==> src/rtl/core/jsg_ram.sv <==
// Generic single-write, single-read RAM with registered read data.
module jsg_ram #(
   parameter int WIDTH = 8,
   parameter int DEPTH = 8
) (
   input  logic                                   clock,
   input  logic                                   wr_en,
   input  logic [((DEPTH > 1) ? $clog2(DEPTH) : 1)-1:0] wr_addr,
   input  logic [WIDTH-1:0]                       wr_data,
   input  logic                                   rd_en,
   input  logic [((DEPTH > 1) ? $clog2(DEPTH) : 1)-1:0] rd_addr,
   output logic [WIDTH-1:0]                       rd_data
);
   logic [WIDTH-1:0] mem_ff [DEPTH];
   logic [WIDTH-1:0] rd_data_ff;

   always_ff @(posedge clock) begin
      if (wr_en) begin
         mem_ff[wr_addr] <= wr_data;
      end
      if (rd_en) begin
         rd_data_ff <= mem_ff[rd_addr];
      end
   end

   assign rd_data = rd_data_ff;
endmodule

==> config.mk <==
export PLATFORM = sky130hd
export DESIGN_NAME = jsg_ram
export DESIGN_NICKNAME = d
export VERILOG_FILES = /design/src/rtl/core/jsg_ram.sv
export SDC_FILE = /design/constraint.sdc
export NUM_CORES = 1
export LEC_CHECK = 0
export BUFFER_PORTS_ARGS = -buffer_cell sky130_fd_sc_hd__buf_2
export CAP_MARGIN = 10
export CORE_MARGIN = 2
export CORE_UTILIZATION = 62
export CTS_CLUSTER_DIAMETER = 60
export CTS_CLUSTER_SIZE = 16
export DETAILED_ROUTE_END_ITERATION = 10
export GPL_TIMING_DRIVEN = 0
export MAX_ROUTING_LAYER = met4
export PLACE_DENSITY = 0.83
export SYNTH_ARGS = -nofsm -noshare
export SYNTH_HDL_FRONTEND = slang
export SYNTH_SLANG_ARGS = --single-unit
==> constraint.sdc <==
create_clock -name clock -period 3.8 [get_ports clock]
set_input_delay 0.57 -clock clock [delete_from_list [all_inputs] [get_ports clock]]
set_output_delay 0.57 -clock clock [all_outputs]
set_load 0.02 [all_outputs]
# Yosys cells after proc, flatten, opt, wreduce, memory -nomap -nowiden
# Memory sizes are Yosys's and may differ from the RTL's. A register that Yosys moved wholly into a read port is not among the register bits.
# Cells that the tools add are included.
[word_totals]
reg_bits = 0
mem_bits_rw = 64
input_bits = 17
elab_cells = 3
n_memories = 1
[classes]
mux = 2
[memory_table]
columns = ["name", "words", "width", "rd", "rd_clocked_by_memory_dff", "wr", "line_no", "source"]
rows = [
  ["mem_ff", 8, 8, 1, 1, 1, "14", "logic [WIDTH-1:0] mem_ff [DEPTH];"],
]
[op_table]
columns = ["cell", "n"]
rows = [
  ["two-way mux 1 bit", 2],
]

# Depth between registers and ports, before layout
# Gate-level depths: netlist of run 1.
[depth]
word_depth = 2
ltp_mapped = 4
depth_no_buf = 2

# Least setup slack after synthesis of run 1
# Ideal clock, no wire load.
[synth_timing]
path_type = "input to register"
from = "in rd_addr[0] (netlist bit)"
to = "reg rd_data_ff[1] (netlist: rd_data[1]) (read register of mem_ff), data pin"
setup_ps = 260
t_arrival_ps = 1593
t_required_ps = 3540
setup_slack_ps = 1947
stages = 4
n_path_buf = 2
path_cell_list = "buf_6 > buf_12 > mux4_1 > mux2_2"
[synth_rtl]
columns = ["element", "line_no", "source"]
rows = [
  ["start, declared", "11", "input logic [((DEPTH > 1) ? $clog2(DEPTH) : 1)-1:0] rd_addr,"],
  ["end, declared", "15", "logic [WIDTH-1:0] rd_data_ff;"],
]

==> flow_summary.ini, run 1 <==
[status]
status = completed

[clock_tree]
post_cts_buffers = 0
cts_made_buffers = 9
clk_pin_slew_worst_paths_ps = 70
insertion_delay_ps = 330
cts_tree = built
cts_htree_levels = 3
cts_hold_buffers = 0
post_cts_resized = 0
clockBufferDepth = 2
clkSinkCount = 72
cts-root-buf = clkbuf_8

[layout]
area_growth_pct = 14.1
antenna_cells = 0
final_common_cell = edfxtp_1
mostFrequentLayoutCells = edfxtp_1, buf_2, mux4_1
fin_nets = 163
drive_gt1_frac = 0.325

[pwr]
share_comb_of_total_power = 0.057
switchingPower_mw = 0.317
vdd_drop_max_mv = 0.374
internal_power_mw = 1.31
clockPowerShare = 0.383
p_seq_frac = 0.560
p_leak_nw = 1.09
powerDensity_nw_per_um2 = 515
sw_frac_of_total = 0.195

[timing]
skew_ps = 8.12
period_needed_ps = 1760
setup_viol = 0
setup_ws_ps = 2040
slew_headroom = 0.421
rsz0062_at_grt = false
period_share = 0.464
hold_violations = 0
maxSlewViolCount = 0
finalSetupTns_ps = 0
final.hold.worst_slack_ps = 505
worst_slew_pin_slew_ps = 865
fmax_mhz = 567

[job]
maxCapViolations = 0

[placement]
portBuffers = 21
dpl.hpwl_um = 2780
pre_cts_slack_ps = 1430
place_congestion = 0.643

[global_routing]
grt_pass1_wl_um = 6730
antenna_found_initial = 0
grt_usage = 0.203
first_global_vias = 1272
grt_max_degree = 13
grt-ovfl-total = 0

[setup_path]
startpoint_type = primary input
cp.required_ps = 3880
critPathArrivalTime_ps = 1840
cp_max_fo = 10
end_kind = flop
critical_path_class = in -> reg

[floorplanning]
core_um2 = 4320
initial_core_util = 0.641
dieArea_um2 = 5020
die_x_um = 70.9
die_y_um = 70.9
io_pins = 25
rows = 24

[synthesis]
synth_fp_nets = 131
ys_warn_count = 0
syn_area_um2 = 2770
yosysUniqueCellTypes = 13
syn_inst = 114
ys_ff_latch = 72
syn_area_per_cell_um2 = 24.3
seq_area_frac_synth = 0.780

[detailed_routing]
wl_per_cell_um = 21.5
dr.pass1.iters = 4
wl_um = 4360
drtAntennaViolNets = 0
drtIter0Drc = 71
viasPerCell = 5.94
vias = 1205
post-route-drc-count = 0

[min_path]
hold_class = in -> reg
flip-flops by register name, indices dropped and copies added (netlist names):
name and flops:
mem_ff 64, rd_data 8
layout make-up:
cell class / instances / area (um^2)
fill: 267 / 1160
clock buffer: 9 / 124
tap: 52 / 65.1
multi-input combinational: 37 / 576
timing repair buffer: 21 / 105
clock inverter: 7 / 86.3
buffer: 5 / 43.8
sequential: 72 / 2160
synthesized netlist by cell type (all sizes together):
cell	count	area (um^2)
buf	4	40.0
clkbuf	1	3.75
edfxtp	72	2160
mux2	8	90.1
mux4	16	417
nand2	2	7.51
nand2b	3	18.8
nor2	6	22.5
nor3	2	10.0
per-stage QoR:
step	utilization	std cells	power (mW)	instance area (um^2)
after floorplan	-	114	0.986	2770
after global placement	0.680	187	1.02	2940
after global routing	0.731	203	1.68	3160
after detailed placement	0.680	187	1.02	2940
final	0.731	203	1.63	3160
after CTS	0.729	203	1.65	3150
per-layer routing:
metal  vias to the layer above  share of wire  track usage
met4                         0         0.0073       0.0818
met5                         -              0            -
li1                        556              -            -
met3                         4          0.076       0.0584
met2                        50           0.52        0.307
met1                       595           0.40        0.264
cell families after synthesis:
| logic type | count (synthesis) | synth area share |
|---|---|---|
| flops | 72 | 0.780 |
| mux | 24 | 0.183 |
| simple gates | 13 | 0.0212 |
| buf+inv | 5 | 0.0158 |
worst max-delay path: stages:
cell	delay [ps]
clkbuf_1	320
buf_2	330
mux4_1	330
mux2_2	290
power groups by stage:
stage	Combinational, mW	Clock [mW]	Sequential (mW)
after floorplan	0.0480	0	0.938
after global routing	0.101	0.662	0.915
after CTS	0.0933	0.639	0.913
after global placement	0.0888	0	0.928
final	0.0924	0.624	0.913
after detailed placement	0.0929	0	0.931
path summary, 6_finish.rpt:
| path | startpoint | cells past startpoint | endpoint | slack [ps] |
|---|---|---|---|---|
| max | rd_addr[2] | 4 | rd_data[3]$_DFFE_PP_ | 2040 |
| min | wr_data[7] | 1 | mem_ff[0][7]$_DFFE_PP_ | 500 |
| max reg2reg | mem_ff[3][4]$_DFFE_PP_ | 2 | rd_data[4]$_DFFE_PP_ | 2380 |
| min reg2reg | mem_ff[7][5]$_DFFE_PP_ | 2 | rd_data[5]$_DFFE_PP_ | 750 |
Power figures use the tool's default switching activity.
==> run 2, diff against run 1 <==
Settings changed: ABC_AREA set to 1, CORE_UTILIZATION 62 to 59, PLACE_DENSITY 0.83 to 0.79.
Clock period 3.8 ns to 1.8 ns, I/O delays scaled along.
==> run 2 against run 1 <==
Net effect: clock power increased by 63%; critical path depth is the same; power is 97% higher; die area up 18%; combinational power rose to 2.9 times the previous value; non-clock buffer count is 6 higher; critical endpoint is now mem_ff[5][1]$_DFFE_PP_; largest cell class unchanged.
==> flow_summary.ini, run 2 <==
[floorplanning]
dieArea_um2 = 5900
rows = 26
die_y_um = 76.8
core_um2 = 5110
die_x_um = 76.8
io_pins = 25
initial_core_util = 0.613

[pwr]
vdd_drop_max_mv = 0.529
powerDensity_nw_per_um2 = 925
p_leak_nw = 1.62

[synthesis]
ys_ff_latch = 72
synth_top_area_frac = 0.691
yosysUniqueCellTypes = 10
synth_area_leaders = edfxtp_1, nand2_1, inv_1
post-synth-top-area-cell = edfxtp_1
synth_fp_nets = 320
synth_edf_count = 72
ys_warn_count = 0
syn_area_per_cell_um2 = 10.3
synth-main-ff-cell = edfxtp_1
synth_most_common_cell = nand2_1
synthTopCellsByCount = nand2_1, edfxtp_1, inv_1
seq_area_frac_synth = 0.691
synth-async-reset-ratio = 0
syn_inst = 303
syn_area_um2 = 3130

[setup_path]
cp_max_fo = 8
startpoint_type = primary input
critical_path_class = in -> reg
end_kind = flop
cp.required_ps = 1760
critPathArrivalTime_ps = 1230

[layout]
largest_reg_flops = 64
final_common_cell = nand2_1
top_register = mem_ff
multi_input_area_um2 = 603
fillers = 389
final_cells = 409
regArea_um2 = 2160
fin_nets = 352
drive_gt1_frac = 0.136
antenna_cells = 0
mostFrequentLayoutCells = nand2_1, edfxtp_1, inv_1
area_growth_pct = 11.0

[detailed_routing]
viasPerCell = 4.99
dr.pass1.iters = 4
vias = 2041
wl_um = 5790
drtAntennaViolNets = 0
wl_per_cell_um = 14.1
post-route-drc-count = 0
drtIter0Drc = 212

[clock_tree]
cts_tree = built
cts-root-buf = clkbuf_8
post_cts_resized = 0
clockBufferDepth = 2
cts_made_buffers = 9
clk_pin_slew_worst_paths_ps = 70
cts_htree_levels = 3
cts_hold_buffers = 0
clkSinkCount = 72
post_cts_buffers = 0
insertion_delay_ps = 340

[placement]
dp_cells = 394
place_congestion = 0.880
portBuffers = 21
dpl.hpwl_um = 3710

[timing]
period_needed_ps = 1270
setup_viol = 0
rsz0062_at_grt = false
slew_headroom = 0.371
period_share = 0.707
finalSetupTns_ps = 0
maxSlewViolCount = 0
skew_ps = 6.97
hold_violations = 0
fmax_mhz = 786
worst_slew_pin_slew_ps = 941

[global_routing]
first_global_vias = 1909
grt_usage = 0.219
antenna_found_initial = 0
grt-ovfl-total = 0
grt_pass1_wl_um = 9110
grt_max_degree = 12

[job]
maxCapViolations = 0

[status]
status = completed

[min_path]
hold_class = in -> reg
-- run 2: changes by cell type in the layout (fill, tap and decap cells not counted), sizes merged, moves of 7 or more --
cell   delta
nand3    +32
nand2   +108
mux2      -8
mux4     -16
inv      +70
buf       +7
-- run 2: critical path: stages --
cell and delay (ps):
buf_2 110, inv_1 70, nand2_1 60, nor2_1 710
-- run 2: final cells by class --
| class | instances | share of cell area |
|---|---|---|
| clock inverter | 5 | 0.00720 |
| tap | 70 | 0.0252 |
| sequential | 72 | 0.622 |
| multi-input combinational | 150 | 0.174 |
| clock buffer | 10 | 0.0367 |
| buffer | 11 | 0.0288 |
| timing repair buffer | 21 | 0.0302 |
| inverter | 70 | 0.0763 |
-- run 2: stage by stage --
step | total power [mW] | area [um^2] | setup slack (ps) | hold WS (ps) | utilization
after floorplan | 2.13 | 3130 | 655 | 369 | -
final | 3.22 | 3480 | 528 | 204 | 0.681
after global routing | 3.33 | 3480 | 509 | 200 | 0.681
after global placement | 2.22 | 3320 | 231 | 540 | 0.651
after detailed placement | 2.23 | 3320 | 183 | 548 | 0.651
after CTS | 3.22 | 3480 | 540 | 193 | 0.681
-- run 2: path summary, 6_finish.rpt --
path	from	to	slack [ps]	cells past startpoint
setup / recovery	wr_addr[1]	mem_ff[5][1]$_DFFE_PP_	530	4
hold / removal	wr_data[1]	mem_ff[6][1]$_DFFE_PP_	200	1
setup reg to reg	mem_ff[1][3]$_DFFE_PP_	rd_data[3]$_DFFE_PP_	810	6
hold reg to reg	mem_ff[4][3]$_DFFE_PP_	rd_data[3]$_DFFE_PP_	710	6
-- run 2: logic make-up (layout without fill, tap and decap cells) --
logic type	Yosys count	after routing	synth area share
simple gates	150	150	0.193
buf+inv	81	117	0.117
flops	72	72	0.691
-- run 2: power by group --
group          internal, mW  total (mW)  switching (mW)
sequential             1.91        1.93          0.0131
combinational        0.0866       0.266           0.179
clock                 0.478        1.02           0.545
total                  2.48        3.22           0.737
-- run 2: routing by layer --
layer / vias to the layer above / global-route usage / wire length, um
met3: 24 / 0.0447 / 456
met1: 931 / 0.260 / 2320
li1: 1000 / - / -
met4: 0 / 0.125 / 216
met5: - / - / 0
met2: 86 / 0.352 / 2790
